## config.mk

```make
export PLATFORM = sky130hd
export DESIGN_NAME = vector_path_byte_encoder_top_flat
export DESIGN_NICKNAME = d
export VERILOG_FILES = /design/src/design/vpbe_pkg.sv /design/src/design/vpbe_if.sv /design/src/design/vpbe_front.sv /design/src/design/vpbe_queue.sv /design/src/design/vpbe_back.sv /design/src/design/vector_path_byte_encoder_top.sv /design/src/flat_wrapper.sv
export SDC_FILE = /design/constraint.sdc
export NUM_CORES = 2
export LEC_CHECK = 0
export BUFFER_PORTS_ARGS = -buffer_cell sky130_fd_sc_hd__buf_2
export CORE_MARGIN = 2
export CORE_UTILIZATION = 30
export DETAILED_ROUTE_END_ITERATION = 10
export GPL_ROUTABILITY_DRIVEN = 0
export PLACE_DENSITY = 0.55
export SETUP_SLACK_MARGIN = 0.15
export SYNTH_ARGS = -nofsm -noshare
export SYNTH_HDL_FRONTEND = slang
export SYNTH_SLANG_ARGS = --single-unit
```

## constraint.sdc

```tcl
create_clock -name clock -period 18.8 [get_ports clock]
set_clock_uncertainty 0.1 [all_clocks]
set_input_delay 2.82 -clock clock [delete_from_list [all_inputs] [get_ports clock]]
set_output_delay 2.82 -clock clock [all_outputs]
set_load 0.01 [all_outputs]
```

## src/design/vpbe_pkg.sv

```systemverilog
// Shared types, byte codes and number-code helpers for the vector path byte encoder.
// No dependencies; every other file refers to it by scoped names.
package vpbe_pkg;

   localparam int IN_W      = 24;
   localparam int SCALE_W   = 16;
   localparam int MAG_BITS  = 22;
   localparam int CSR_IDX_W = 2;
   localparam int CSR_DAT_W = 16;
   localparam int Q_DEPTH   = 2;
   localparam int Q_PTR_W   = $clog2(Q_DEPTH);
   localparam int Q_CNT_W   = $clog2(Q_DEPTH + 1);

   localparam logic [MAG_BITS-1:0] MAG_MAX  = {MAG_BITS{1'b1}};
   localparam logic [MAG_BITS-1:0] DIG1_MIN = MAG_BITS'('h10);
   localparam logic [MAG_BITS-1:0] DIG2_MIN = MAG_BITS'('h400);
   localparam logic [MAG_BITS-1:0] DIG3_MIN = MAG_BITS'('h10000);

   localparam logic signed [MAG_BITS+1:0] D_MAX = {2'b00, MAG_MAX};
   localparam logic signed [MAG_BITS+1:0] D_MIN = -D_MAX;

   localparam logic [7:0] TAG_DIGIT   = 8'h40;
   localparam logic [7:0] SIGN_POS    = 8'h30;
   localparam logic [7:0] SIGN_NEG    = 8'h20;
   localparam logic [7:0] OP_POLYLINE = 8'h31;
   localparam logic [7:0] OP_POLYGON  = 8'h32;
   localparam logic [7:0] OP_END      = 8'h1e;

   localparam logic [SCALE_W-1:0] SCALE_RESET = 16'd25600;

   localparam logic [CSR_IDX_W-1:0] CSR_PEN_ENABLED = 2'd0;
   localparam logic [CSR_IDX_W-1:0] CSR_SCALE_Q15   = 2'd1;

   typedef enum logic [1:0] {
      CMD_MOVE,
      CMD_DRAW,
      CMD_PATH_FIRST,
      CMD_PATH_NEXT
   } cmd_type;

   typedef struct packed {
      logic               pen_enabled;
      logic [SCALE_W-1:0] scale;
   } cfg_type;

   // One coded number: sign, magnitude and index of its leading digit.
   typedef struct packed {
      logic                neg;
      logic [MAG_BITS-1:0] mag;
      logic [1:0]          top;
   } num_type;

   typedef struct packed {
      logic           has_head;
      logic [7:0]     head;
      logic           num_four;
      logic           has_tail;
      num_type [3:0]  nums;
   } q_entry_type;

   typedef struct packed {
      logic full;
      logic empty;
   } q_stat_type;

   typedef struct packed {
      logic busy;
   } back_stat_type;

   function automatic logic [1:0] num_top(input logic [MAG_BITS-1:0] m);
      logic [1:0] t;
      if (m >= DIG3_MIN) t = 2'd3;
      else if (m >= DIG2_MIN) t = 2'd2;
      else if (m >= DIG1_MIN) t = 2'd1;
      else t = 2'd0;
      return t;
   endfunction

   function automatic num_type to_num(input logic signed [MAG_BITS:0] v);
      num_type        n;
      logic [MAG_BITS:0] a;
      a     = v[MAG_BITS] ? -v : v;
      n.neg = v[MAG_BITS];
      n.mag = a[MAG_BITS-1:0];
      n.top = num_top(a[MAG_BITS-1:0]);
      return n;
   endfunction

   function automatic logic signed [MAG_BITS:0] sat_delta(input logic signed [MAG_BITS+1:0] d);
      logic signed [MAG_BITS+1:0] r;
      if (d > D_MAX) r = D_MAX;
      else if (d < D_MIN) r = D_MIN;
      else r = d;
      return r[MAG_BITS:0];
   endfunction

endpackage

```

## src/design/vpbe_if.sv

```systemverilog
// Channel interfaces of the vector path byte encoder: point input, byte output, register writes.
// Depends on vpbe_pkg for field widths.
interface vpbe_req_if;
   logic                            valid;
   logic                            ready;
   logic [1:0]                      cmd;
   logic signed [vpbe_pkg::IN_W-1:0] coord_x;
   logic signed [vpbe_pkg::IN_W-1:0] coord_y;
   logic                            is_polygon;
   logic                            path_end;
   modport source (output valid, cmd, coord_x, coord_y, is_polygon, path_end, input ready);
   modport sink   (input valid, cmd, coord_x, coord_y, is_polygon, path_end, output ready);
endinterface

interface vpbe_rsp_if;
   logic       valid;
   logic       ready;
   logic [7:0] out_byte;
   logic       out_last;
   modport source (output valid, out_byte, out_last, input ready);
   modport sink   (input valid, out_byte, out_last, output ready);
endinterface

interface vpbe_csr_if;
   logic                              valid;
   logic                              ready;
   logic [vpbe_pkg::CSR_IDX_W-1:0]    index;
   logic [vpbe_pkg::CSR_DAT_W-1:0]    data;
   modport source (output valid, index, data, input ready);
   modport sink   (input valid, index, data, output ready);
endinterface

```

## src/design/vpbe_front.sv

```systemverilog
// Front end: accepts points, scales them, tracks the pen position and builds queue entries.
// Depends on vpbe_pkg and vpbe_req_if.
module vpbe_front #(
   parameter int SCALE_FRAC_BITS = 15
) (
   input  logic                  clock,
   input  logic                  reset,
   input  vpbe_pkg::cfg_type     cfg,
   vpbe_req_if.sink              req,
   output logic                  q_push,
   output vpbe_pkg::q_entry_type q_data,
   input  vpbe_pkg::q_stat_type  q_stat
);

   localparam int IN_W   = vpbe_pkg::IN_W;
   localparam int MB     = vpbe_pkg::MAG_BITS;
   localparam int PROD_W = vpbe_pkg::IN_W + vpbe_pkg::SCALE_W;

   typedef struct packed {
      vpbe_pkg::cmd_type cmd;
      logic              poly;
      logic              last;
   } ctrl_type;

   logic              s1_valid_ff, s2_valid_ff, s3_valid_ff;
   ctrl_type          s1_ctrl_ff, s2_ctrl_ff, s3_ctrl_ff, s1_ctrl_in;
   logic              s1_neg_x_ff, s1_neg_y_ff, s2_neg_x_ff, s2_neg_y_ff;
   logic [IN_W-1:0]   s1_mag_x_ff, s1_mag_y_ff, s1_mag_x_in, s1_mag_y_in;
   logic [PROD_W-1:0] s2_prod_x_ff, s2_prod_y_ff, s2_prod_x_in, s2_prod_y_in;
   logic signed [MB:0] s3_val_x_ff, s3_val_y_ff, s3_val_x_in, s3_val_y_in;
   logic signed [MB:0] pos_x_ff, pos_y_ff, pos_x_in, pos_y_in;
   logic signed [MB+1:0] dx, dy;
   logic              push_want, adv;

   function automatic logic signed [MB:0] scale_out(input logic [PROD_W-1:0] p,
                                                     input logic neg);
      logic [PROD_W-1:0] sh;
      logic [MB:0]       m;
      sh = p >> SCALE_FRAC_BITS;
      m  = (|sh[PROD_W-1:MB]) ? {1'b0, vpbe_pkg::MAG_MAX} : {1'b0, sh[MB-1:0]};
      return neg ? -m : m;
   endfunction

   // stall the whole pipe only when stage 3 has bytes and the queue is full
   assign push_want = s3_valid_ff && cfg.pen_enabled && (s3_ctrl_ff.cmd != vpbe_pkg::CMD_MOVE);
   assign adv       = !(push_want && q_stat.full);
   assign q_push    = push_want && !q_stat.full;
   assign req.ready = adv;

   always_comb begin
      s1_ctrl_in.cmd  = vpbe_pkg::cmd_type'(req.cmd);
      s1_ctrl_in.poly = req.is_polygon;
      s1_ctrl_in.last = req.path_end;
      s1_mag_x_in     = req.coord_x[IN_W-1] ? IN_W'(-req.coord_x) : IN_W'(req.coord_x);
      s1_mag_y_in     = req.coord_y[IN_W-1] ? IN_W'(-req.coord_y) : IN_W'(req.coord_y);
      s2_prod_x_in    = PROD_W'(s1_mag_x_ff) * PROD_W'(cfg.scale);
      s2_prod_y_in    = PROD_W'(s1_mag_y_ff) * PROD_W'(cfg.scale);
      s3_val_x_in     = scale_out(s2_prod_x_ff, s2_neg_x_ff);
      s3_val_y_in     = scale_out(s2_prod_y_ff, s2_neg_y_ff);
   end

   always_comb begin
      dx = {s3_val_x_ff[MB], s3_val_x_ff} - {pos_x_ff[MB], pos_x_ff};
      dy = {s3_val_y_ff[MB], s3_val_y_ff} - {pos_y_ff[MB], pos_y_ff};

      // a path point after the first with the pen up keeps the old position
      if ((s3_ctrl_ff.cmd == vpbe_pkg::CMD_PATH_NEXT) && !cfg.pen_enabled) begin
         pos_x_in = pos_x_ff;
         pos_y_in = pos_y_ff;
      end else begin
         pos_x_in = s3_val_x_ff;
         pos_y_in = s3_val_y_ff;
      end

      q_data.has_head = 1'b0;
      q_data.head     = vpbe_pkg::OP_POLYLINE;
      q_data.num_four = 1'b0;
      q_data.has_tail = s3_ctrl_ff.last;
      q_data.nums[0]  = vpbe_pkg::to_num(vpbe_pkg::sat_delta(dx));
      q_data.nums[1]  = vpbe_pkg::to_num(vpbe_pkg::sat_delta(dy));
      q_data.nums[2]  = vpbe_pkg::to_num(vpbe_pkg::sat_delta(dx));
      q_data.nums[3]  = vpbe_pkg::to_num(vpbe_pkg::sat_delta(dy));
      unique case (s3_ctrl_ff.cmd)
         vpbe_pkg::CMD_MOVE: begin
            q_data.has_tail = 1'b0;
         end
         vpbe_pkg::CMD_DRAW: begin
            q_data.has_head = 1'b1;
            q_data.num_four = 1'b1;
            q_data.has_tail = 1'b1;
            q_data.nums[0]  = vpbe_pkg::to_num(pos_x_ff);
            q_data.nums[1]  = vpbe_pkg::to_num(pos_y_ff);
         end
         vpbe_pkg::CMD_PATH_FIRST: begin
            q_data.has_head = 1'b1;
            q_data.head     = s3_ctrl_ff.poly ? vpbe_pkg::OP_POLYGON : vpbe_pkg::OP_POLYLINE;
            q_data.nums[0]  = vpbe_pkg::to_num(s3_val_x_ff);
            q_data.nums[1]  = vpbe_pkg::to_num(s3_val_y_ff);
         end
         vpbe_pkg::CMD_PATH_NEXT: begin
            q_data.has_head = 1'b0;
         end
      endcase
   end

   always_ff @(posedge clock) begin
      if (reset) begin
         s1_valid_ff <= 1'b0;
         s2_valid_ff <= 1'b0;
         s3_valid_ff <= 1'b0;
         pos_x_ff    <= '0;
         pos_y_ff    <= '0;
      end else if (adv) begin
         s1_valid_ff <= req.valid;
         s2_valid_ff <= s1_valid_ff;
         s3_valid_ff <= s2_valid_ff;
         if (s3_valid_ff) begin
            pos_x_ff <= pos_x_in;
            pos_y_ff <= pos_y_in;
         end
      end
   end

   always_ff @(posedge clock) begin
      if (adv) begin
         s1_ctrl_ff   <= s1_ctrl_in;
         s1_neg_x_ff  <= req.coord_x[IN_W-1];
         s1_neg_y_ff  <= req.coord_y[IN_W-1];
         s1_mag_x_ff  <= s1_mag_x_in;
         s1_mag_y_ff  <= s1_mag_y_in;
         s2_ctrl_ff   <= s1_ctrl_ff;
         s2_neg_x_ff  <= s1_neg_x_ff;
         s2_neg_y_ff  <= s1_neg_y_ff;
         s2_prod_x_ff <= s2_prod_x_in;
         s2_prod_y_ff <= s2_prod_y_in;
         s3_ctrl_ff   <= s2_ctrl_ff;
         s3_val_x_ff  <= s3_val_x_in;
         s3_val_y_ff  <= s3_val_y_in;
      end
   end

endmodule

```

## src/design/vpbe_queue.sv

```systemverilog
// Short entry queue between front end and byte serializer.
// Depends on vpbe_pkg for the entry type and depth.
module vpbe_queue (
   input  logic                  clock,
   input  logic                  reset,
   input  logic                  push,
   input  vpbe_pkg::q_entry_type push_data,
   input  logic                  pop,
   output vpbe_pkg::q_entry_type pop_data,
   output vpbe_pkg::q_stat_type  stat
);

   vpbe_pkg::q_entry_type            entry_ff [vpbe_pkg::Q_DEPTH];
   logic [vpbe_pkg::Q_PTR_W-1:0]     wr_ptr_ff, rd_ptr_ff;
   logic [vpbe_pkg::Q_CNT_W-1:0]     count_ff, count_in;

   assign pop_data   = entry_ff[rd_ptr_ff];
   assign stat.full  = (count_ff == vpbe_pkg::Q_CNT_W'(vpbe_pkg::Q_DEPTH));
   assign stat.empty = (count_ff == '0);

   always_comb begin
      count_in = count_ff;
      if (push && !pop) count_in = count_ff + 1'b1;
      else if (pop && !push) count_in = count_ff - 1'b1;
   end

   always_ff @(posedge clock) begin
      if (reset) begin
         wr_ptr_ff <= '0;
         rd_ptr_ff <= '0;
         count_ff  <= '0;
      end else begin
         if (push) wr_ptr_ff <= wr_ptr_ff + 1'b1;
         if (pop) rd_ptr_ff <= rd_ptr_ff + 1'b1;
         count_ff <= count_in;
      end
   end

   always_ff @(posedge clock) begin
      if (push) entry_ff[wr_ptr_ff] <= push_data;
   end

endmodule

```

## src/design/vpbe_back.sv

```systemverilog
// Back end: walks one queue entry and sends its command bytes one word per cycle while the
// output is ready. Depends on vpbe_pkg and vpbe_rsp_if.
module vpbe_back (
   input  logic                     clock,
   input  logic                     reset,
   input  vpbe_pkg::q_entry_type    q_data,
   input  vpbe_pkg::q_stat_type     q_stat,
   output logic                     q_pop,
   vpbe_rsp_if.source               rsp,
   output vpbe_pkg::back_stat_type  stat
);

   typedef enum logic [1:0] {SEG_HEAD, SEG_NUM, SEG_TAIL} seg_type;

   seg_type               seg_ff, seg_in;
   logic                  busy_ff;
   vpbe_pkg::q_entry_type cur_ff;
   logic [1:0]            idx_ff, idx_in, dig_ff, dig_in, rem;
   logic                  rsp_valid_ff, rsp_last_ff, done_in;
   logic [7:0]            rsp_byte_ff, byte_in;
   vpbe_pkg::num_type     num;
   logic                  step, last_num;

   assign step        = busy_ff && (!rsp_valid_ff || rsp.ready);
   assign q_pop       = !q_stat.empty && (!busy_ff || (step && done_in));
   assign rsp.valid   = rsp_valid_ff;
   assign rsp.out_byte = rsp_byte_ff;
   assign rsp.out_last = rsp_last_ff;
   assign stat.busy   = busy_ff;

   always_comb begin
      num      = cur_ff.nums[idx_ff];
      rem      = num.top - dig_ff;
      last_num = (idx_ff == (cur_ff.num_four ? 2'd3 : 2'd1));
      seg_in   = seg_ff;
      idx_in   = idx_ff;
      dig_in   = dig_ff;
      done_in  = 1'b0;
      byte_in  = vpbe_pkg::OP_END;
      unique case (seg_ff)
         SEG_HEAD: begin
            byte_in = cur_ff.head;
            seg_in  = SEG_NUM;
            idx_in  = 2'd0;
            dig_in  = 2'd0;
         end
         SEG_NUM: begin
            case (rem)
               2'd0: byte_in = (num.neg ? vpbe_pkg::SIGN_NEG : vpbe_pkg::SIGN_POS)
                               | {4'h0, num.mag[3:0]};
               2'd1: byte_in = vpbe_pkg::TAG_DIGIT | {2'b00, num.mag[9:4]};
               2'd2: byte_in = vpbe_pkg::TAG_DIGIT | {2'b00, num.mag[15:10]};
               default: byte_in = vpbe_pkg::TAG_DIGIT | {2'b00, num.mag[21:16]};
            endcase
            if (rem == 2'd0) begin
               dig_in = 2'd0;
               if (last_num) begin
                  seg_in  = SEG_TAIL;
                  done_in = !cur_ff.has_tail;
               end else begin
                  idx_in = idx_ff + 2'd1;
               end
            end else begin
               dig_in = dig_ff + 2'd1;
            end
         end
         SEG_TAIL: begin
            byte_in = vpbe_pkg::OP_END;
            done_in = 1'b1;
         end
         default: begin
            done_in = 1'b1;
         end
      endcase
   end

   always_ff @(posedge clock) begin
      if (reset) begin
         busy_ff      <= 1'b0;
         rsp_valid_ff <= 1'b0;
         seg_ff       <= SEG_HEAD;
         idx_ff       <= 2'd0;
         dig_ff       <= 2'd0;
      end else begin
         if (step) begin
            rsp_valid_ff <= 1'b1;
            rsp_byte_ff  <= byte_in;
            rsp_last_ff  <= done_in;
         end else if (rsp.ready) begin
            rsp_valid_ff <= 1'b0;
         end
         // load the next entry, possibly right behind the last byte of this one
         if (q_pop) begin
            cur_ff  <= q_data;
            busy_ff <= 1'b1;
            seg_ff  <= q_data.has_head ? SEG_HEAD : SEG_NUM;
            idx_ff  <= 2'd0;
            dig_ff  <= 2'd0;
         end else begin
            if (step) begin
               seg_ff <= seg_in;
               idx_ff <= idx_in;
               dig_ff <= dig_in;
            end
            if (step && done_in) busy_ff <= 1'b0;
         end
      end
   end

endmodule

```

## src/design/vector_path_byte_encoder_top.sv

```systemverilog
// Top level of the vector path byte encoder: registers, front end, queue and byte serializer.
// Depends on vpbe_pkg, vpbe_if, vpbe_front, vpbe_queue and vpbe_back.
//
//   channel   dir   word                                          handshake
//   req_ch    in    cmd, coord_x, coord_y, is_polygon, path_end   valid/ready
//   rsp_ch    out   out_byte, out_last                            valid/ready
//   csr_ch    in    index, data                                   valid/ready (ready held high)
//
// The front end takes one point per cycle unless stalled, via stages s1, s2, s3. The serializer
// sends one byte per cycle while the output is ready, 2 to 18 bytes per point (a draw needs
// up to 18), so the byte-wide output sets the sustained rate; moves and pen-up points take
// no output time. Reset is synchronous: pen off, scale 25600, position zero, queue and output
// empty. A stalled output fills the two-entry queue, then the front end holds and drops ready.
module vector_path_byte_encoder_top #(
   parameter int SCALE_FRAC_BITS = 15
) (
   input  logic       clock,
   input  logic       reset,
   vpbe_req_if.sink   req_ch,
   vpbe_rsp_if.source rsp_ch,
   vpbe_csr_if.sink   csr_ch
);

   vpbe_pkg::cfg_type       cfg_ff;
   vpbe_pkg::q_entry_type   q_push_data, q_pop_data;
   vpbe_pkg::q_stat_type    q_stat;
   vpbe_pkg::back_stat_type b_stat;
   logic                    q_push, q_pop;

   assign csr_ch.ready = 1'b1;

   always_ff @(posedge clock) begin
      if (reset) begin
         cfg_ff.pen_enabled <= 1'b0;
         cfg_ff.scale       <= vpbe_pkg::SCALE_RESET;
      end else if (csr_ch.valid) begin
         case (csr_ch.index)
            vpbe_pkg::CSR_PEN_ENABLED: cfg_ff.pen_enabled <= csr_ch.data[0];
            vpbe_pkg::CSR_SCALE_Q15:   cfg_ff.scale       <= csr_ch.data;
            default: ;
         endcase
      end
   end

   vpbe_front #(
      .SCALE_FRAC_BITS(SCALE_FRAC_BITS)
   ) u_front (
      .clock  (clock),
      .reset  (reset),
      .cfg    (cfg_ff),
      .req    (req_ch),
      .q_push (q_push),
      .q_data (q_push_data),
      .q_stat (q_stat)
   );

   vpbe_queue u_queue (
      .clock     (clock),
      .reset     (reset),
      .push      (q_push),
      .push_data (q_push_data),
      .pop       (q_pop),
      .pop_data  (q_pop_data),
      .stat      (q_stat)
   );

   vpbe_back u_back (
      .clock  (clock),
      .reset  (reset),
      .q_data (q_pop_data),
      .q_stat (q_stat),
      .q_pop  (q_pop),
      .rsp    (rsp_ch),
      .stat   (b_stat)
   );

   a_q_no_overflow: assert property (@(posedge clock) disable iff (reset)
      q_push |-> !q_stat.full)
      else $error("queue push while full");

   a_q_no_underflow: assert property (@(posedge clock) disable iff (reset)
      q_pop |-> !q_stat.empty)
      else $error("queue pop while empty");

   a_drain_idle: assert property (@(posedge clock) disable iff (reset)
      (rsp_ch.valid && rsp_ch.ready && rsp_ch.out_last && q_stat.empty && !b_stat.busy)
      |=> !rsp_ch.valid)
      else $error("output word appeared with no work pending");

endmodule

```

## src/flat_wrapper.sv

```systemverilog
// flat-port wrapper written by rule: the top's interface ports become plain ports
module vector_path_byte_encoder_top_flat 
#(
   parameter int SCALE_FRAC_BITS = 15
)
  (clock, reset, req_ch_valid, req_ch_cmd, req_ch_coord_x, req_ch_coord_y, req_ch_is_polygon, req_ch_path_end, req_ch_ready, rsp_ch_valid, rsp_ch_out_byte, rsp_ch_out_last, rsp_ch_ready, csr_ch_valid, csr_ch_index, csr_ch_data, csr_ch_ready);
  vpbe_req_if req_ch_i ();
  vpbe_rsp_if rsp_ch_i ();
  vpbe_csr_if csr_ch_i ();
  input  logic clock;
  input  logic reset;
  input wire logic [$bits(req_ch_i.valid)-1:0] req_ch_valid;
  input wire logic [$bits(req_ch_i.cmd)-1:0] req_ch_cmd;
  input wire logic [$bits(req_ch_i.coord_x)-1:0] req_ch_coord_x;
  input wire logic [$bits(req_ch_i.coord_y)-1:0] req_ch_coord_y;
  input wire logic [$bits(req_ch_i.is_polygon)-1:0] req_ch_is_polygon;
  input wire logic [$bits(req_ch_i.path_end)-1:0] req_ch_path_end;
  output wire logic [$bits(req_ch_i.ready)-1:0] req_ch_ready;
  output wire logic [$bits(rsp_ch_i.valid)-1:0] rsp_ch_valid;
  output wire logic [$bits(rsp_ch_i.out_byte)-1:0] rsp_ch_out_byte;
  output wire logic [$bits(rsp_ch_i.out_last)-1:0] rsp_ch_out_last;
  input wire logic [$bits(rsp_ch_i.ready)-1:0] rsp_ch_ready;
  input wire logic [$bits(csr_ch_i.valid)-1:0] csr_ch_valid;
  input wire logic [$bits(csr_ch_i.index)-1:0] csr_ch_index;
  input wire logic [$bits(csr_ch_i.data)-1:0] csr_ch_data;
  output wire logic [$bits(csr_ch_i.ready)-1:0] csr_ch_ready;
  assign req_ch_i.valid = req_ch_valid;
  assign req_ch_i.cmd = req_ch_cmd;
  assign req_ch_i.coord_x = req_ch_coord_x;
  assign req_ch_i.coord_y = req_ch_coord_y;
  assign req_ch_i.is_polygon = req_ch_is_polygon;
  assign req_ch_i.path_end = req_ch_path_end;
  assign req_ch_ready = req_ch_i.ready;
  assign rsp_ch_valid = rsp_ch_i.valid;
  assign rsp_ch_out_byte = rsp_ch_i.out_byte;
  assign rsp_ch_out_last = rsp_ch_i.out_last;
  assign rsp_ch_i.ready = rsp_ch_ready;
  assign csr_ch_i.valid = csr_ch_valid;
  assign csr_ch_i.index = csr_ch_index;
  assign csr_ch_i.data = csr_ch_data;
  assign csr_ch_ready = csr_ch_i.ready;
  vector_path_byte_encoder_top #(.SCALE_FRAC_BITS(SCALE_FRAC_BITS)) u_core (.clock(clock), .reset(reset), .req_ch(req_ch_i), .rsp_ch(rsp_ch_i), .csr_ch(csr_ch_i));
endmodule
```

==> impl_results.md <==
- Fin Setup TNS: 0 ns
- Filler cell count: 17872
- Yosys reg bits: 561
- Largest family of logic cells by synthesized area: adder cells
- Compound-gate portion of the synthesized area: 0.0986
- Core ar.: 174000 um2
- CTS Buffer Depth: 3
- Detailed Route WL: 140000 um
- Largest net degree at the start of global routing: 103
- Crit Path Max Fanout: 25
- Tmin final: 8.31 ns
- Synth unique cells: 102
- Post-synthesis mux area share: 0.0365
- Worst path top cell family by delay: adder cells
- # clock sinks: 561
- Die width: 422 um
- Post-synthesis cell count: 5248
- Htree depth: 2
- Final setup violation count: 0
- Initial antenna violation count: 2
- Layout net count: 6141
- Max incr delay on CP: 1.12 ns
- Status: finished clean
- Gr ovfl total: 0
- Clock-pin slew on the worst setup and hold paths: 0.06 ns
- Dpl cell area: 55200 um2
- Avg WL per Cell: 18.6 um
- Worst path required time: 19.13 ns
- Setup crit start kind: register
- DRT iter0 DRCs: 2725
- Num CTS Buffers: 60
- DR vias: 37171
- Layout cells sized above 1: 0.0816
- Fin util: 0.329
- Critical path type: reg -> reg
- CTS tree: yes
- Peak supply drop: 0.000103 V
- Full die area: 178000 um2
- # resized after CTS: 0
- WHS: 0.318 ns
- Endpoints failing hold: 0
- Crit-path slowest cell: dfxtp_1
- Final Max Tran Viols: 0
- Relative slew slack: 0.127
- # IOs: 87
- Synth-to-Final Area Change: 9.00%
- Primary FF master, synth: edfxtp_1
- Xor/xnor share of the synthesized area: 0.0394
- Pwr/cell area: 130 nW/um2
- Non-Filler Cell Area, Final: 57200 um2
- Min-Delay Path Class: reg -> reg
- Post-DP HPWL: 103000 um
- MaxCap Viol Count: 0
- Mapped Avg Cell Area: 10.0 um2
- Seq/Total Area, Yosys: 0.306
- Maximum clock frequency: 120 MHz
- Setup Fix Bufs, Post-CTS: 0
- Register Area: 16100 um2
- Worst Tran Pin Value: 1.31 ns
- Fraction of registers with async set/reset: 0
- Vias in the first global route: 38598
- TritonRoute pass-1 iters: 6
- Post-place setup slack: 10.44 ns
- Critical Path Most Common Cell: fa_1
- Setup ws final: 10.49 ns
- Port bufs: 84
- Die H: 422 um
- RSZ-0062 raised after global routing: no
- Vias per inst: 4.93
- # hold bufs at CTS: 0
- Cell area after synthesis: 52500 um2
- Clock root buffer: clkbuf_16
- Post-synthesis adder-cell area fraction: 0.300
- First-pass GRT wire length: 222000 um
- Post-Synth Simple-Gate Area: 0.148
- CP endpoint kind: register
- Crit path buffers/inverters: 4
- Num rows: 153
- Worst skew pair latency: 0.70 ns
- Area used by multi-input combinational logic: 32800 um2
- Fin crit share: 0.442
- Final antenna-violating net count: 0
- Static Leak: 23.3 nW
- Initial core utilization: 0.302
- Synthesized Nets: 6215
- Ys Warns: 0
- Drt drc: 0
- EDFF count, synth: 482
- GRT Total Usage: 0.157
- Critical Path AT: 8.64 ns
- Antenna Cells: 0
## path summary, 6_finish.rpt
path              depth (start not counted)                        from                              end  slack [ns]
setup / recovery                         25            u_core.cfg_ff[3]  u_core.u_front.s2_prod_x_ff[39]       10.49
hold reg to reg                           0  u_core.u_front.s1_neg_y_ff       u_core.u_front.s2_neg_y_ff        0.32
hold / removal                            0  u_core.u_front.s1_neg_y_ff       u_core.u_front.s2_neg_y_ff        0.32
setup reg to reg                         25            u_core.cfg_ff[3]  u_core.u_front.s2_prod_x_ff[39]       10.49
## state kept, by name, indices dropped and copies added, names as in the netlist, 2 cells and up, named ones only
| register | flops |
|---|---|
| u_core.u_back.cur_ff | 104 |
| u_core.u_queue.count_ff | 2 |
| u_core.u_front.s3_val_x_ff | 23 |
| u_core.u_back.rsp.out_byte | 7 |
| u_core.u_front.s3_ctrl_ff | 4 |
| u_core.u_front.s2_prod_x_ff | 25 |
| u_core.u_queue.entry_ff | 210 |
| u_core.u_front.s1_mag_y_ff | 24 |
| u_core.u_front.pos_y_ff | 23 |
| u_core.u_front.s1_ctrl_ff | 4 |
| u_core.cfg_ff | 17 |
| u_core.u_back.idx_ff | 2 |
| u_core.u_front.s2_prod_y_ff | 25 |
| u_core.u_front.s2_ctrl_ff | 4 |
| u_core.u_front.pos_x_ff | 23 |
| u_core.u_back.dig_ff | 2 |
| u_core.u_front.s3_val_y_ff | 23 |
| u_core.u_back.seg_ff | 2 |
| u_core.u_front.s1_mag_x_ff | 24 |
## logic make-up after synthesis
group | count (synthesis)
AOI/OAI and AO/OA | 770
xor gates and xnor gates | 236
adders and majority gates | 893
buffers and inverters | 986
DFF | 561
muxes | 141
other | 2
and+or+nand+nor | 1659
## metal layers
metal / share of wire / vias up / routed length [um] / global-route usage
li1: - / 17248 / - / -
met1: 0.45 / 18637 / 63400 / 0.217
met2: 0.46 / 1083 / 64000 / 0.252
met3: 0.066 / 201 / 9310 / 0.0295
met4: 0.026 / 2 / 3580 / 0.0413
met5: 0.000050 / - / 7 / 0
## stage by stage
step                      total power (W)  instances
final                             0.00743       7546
after global routing              0.00805       7546
after CTS                         0.00746       7546
after detailed placement          0.00619       7437
after global placement            0.00614       7437
after floorplan                   0.00501       5248
## layout make-up
cell class | count | share of cell area
inverters | 728 | 0.0477
multi-input cells | 3701 | 0.572
well taps | 2325 | 0.0508
repair buffers | 122 | 0.0126
clock buffers | 65 | 0.0266
flip-flops and latches | 561 | 0.281
clock inverters | 44 | 0.00896
## Yosys cell counts (23+ instances only)
cell type	n	area (um2)
ha_1	280	3500
xnor2_1	188	1650
xor2_1	48	420
o21a_1	47	353
or4_1	23	173
nand3_1	36	180
a22oi_1	53	398
o21ai_0	134	671
nor2_1	225	845
mux2_2	105	1180
and2_1	264	1650
clkbuf_1	228	856
nor4_1	24	150
nand2b_1	39	244
inv_1	728	2730
mux4_2	30	676
or3_1	38	238
nand2_1	819	3070
fa_1	612	12300
a21oi_1	209	1050
edfxtp_1	482	14500
dfxtp_1	79	1580
nor3_1	78	390
a21o_1	47	353
o31ai_1	50	375
## cell usage in the layout (no fill, tap or decap), drive strengths merged, types with 9 or more instances in the layout
| cell | n |
|---|---|
| a211o | 12 |
| a211oi | 19 |
| a21o | 47 |
| a21oi | 213 |
| a22oi | 54 |
| a31oi | 23 |
| and2 | 264 |
| and3 | 16 |
| buf | 122 |
| clkbuf | 65 |
| clkinv | 23 |
| dfxtp | 79 |
| edfxtp | 482 |
| fa | 612 |
| ha | 280 |
| inv | 736 |
| mux2 | 105 |
| mux4 | 30 |
| nand2 | 819 |
| nand2b | 39 |
| nand3 | 37 |
| nand3b | 9 |
| nand4 | 20 |
| nor2 | 226 |
| nor2b | 22 |
| nor3 | 78 |
| nor4 | 27 |
| o21a | 48 |
| o21ai | 149 |
| o21bai | 12 |
| o22ai | 10 |
| o31ai | 51 |
| o41ai | 22 |
| or2 | 14 |
| or3 | 40 |
| or4 | 25 |
| xnor2 | 188 |
| xor2 | 48 |
## power by group
part           internal [W]  total (W)  switching, W
registers           0.00177    0.00206      0.000288
clock network      0.000689    0.00122      0.000535
logic               0.00164    0.00414       0.00251
total               0.00410    0.00743       0.00333
Note: power is estimated with default switching activity, not from simulation.
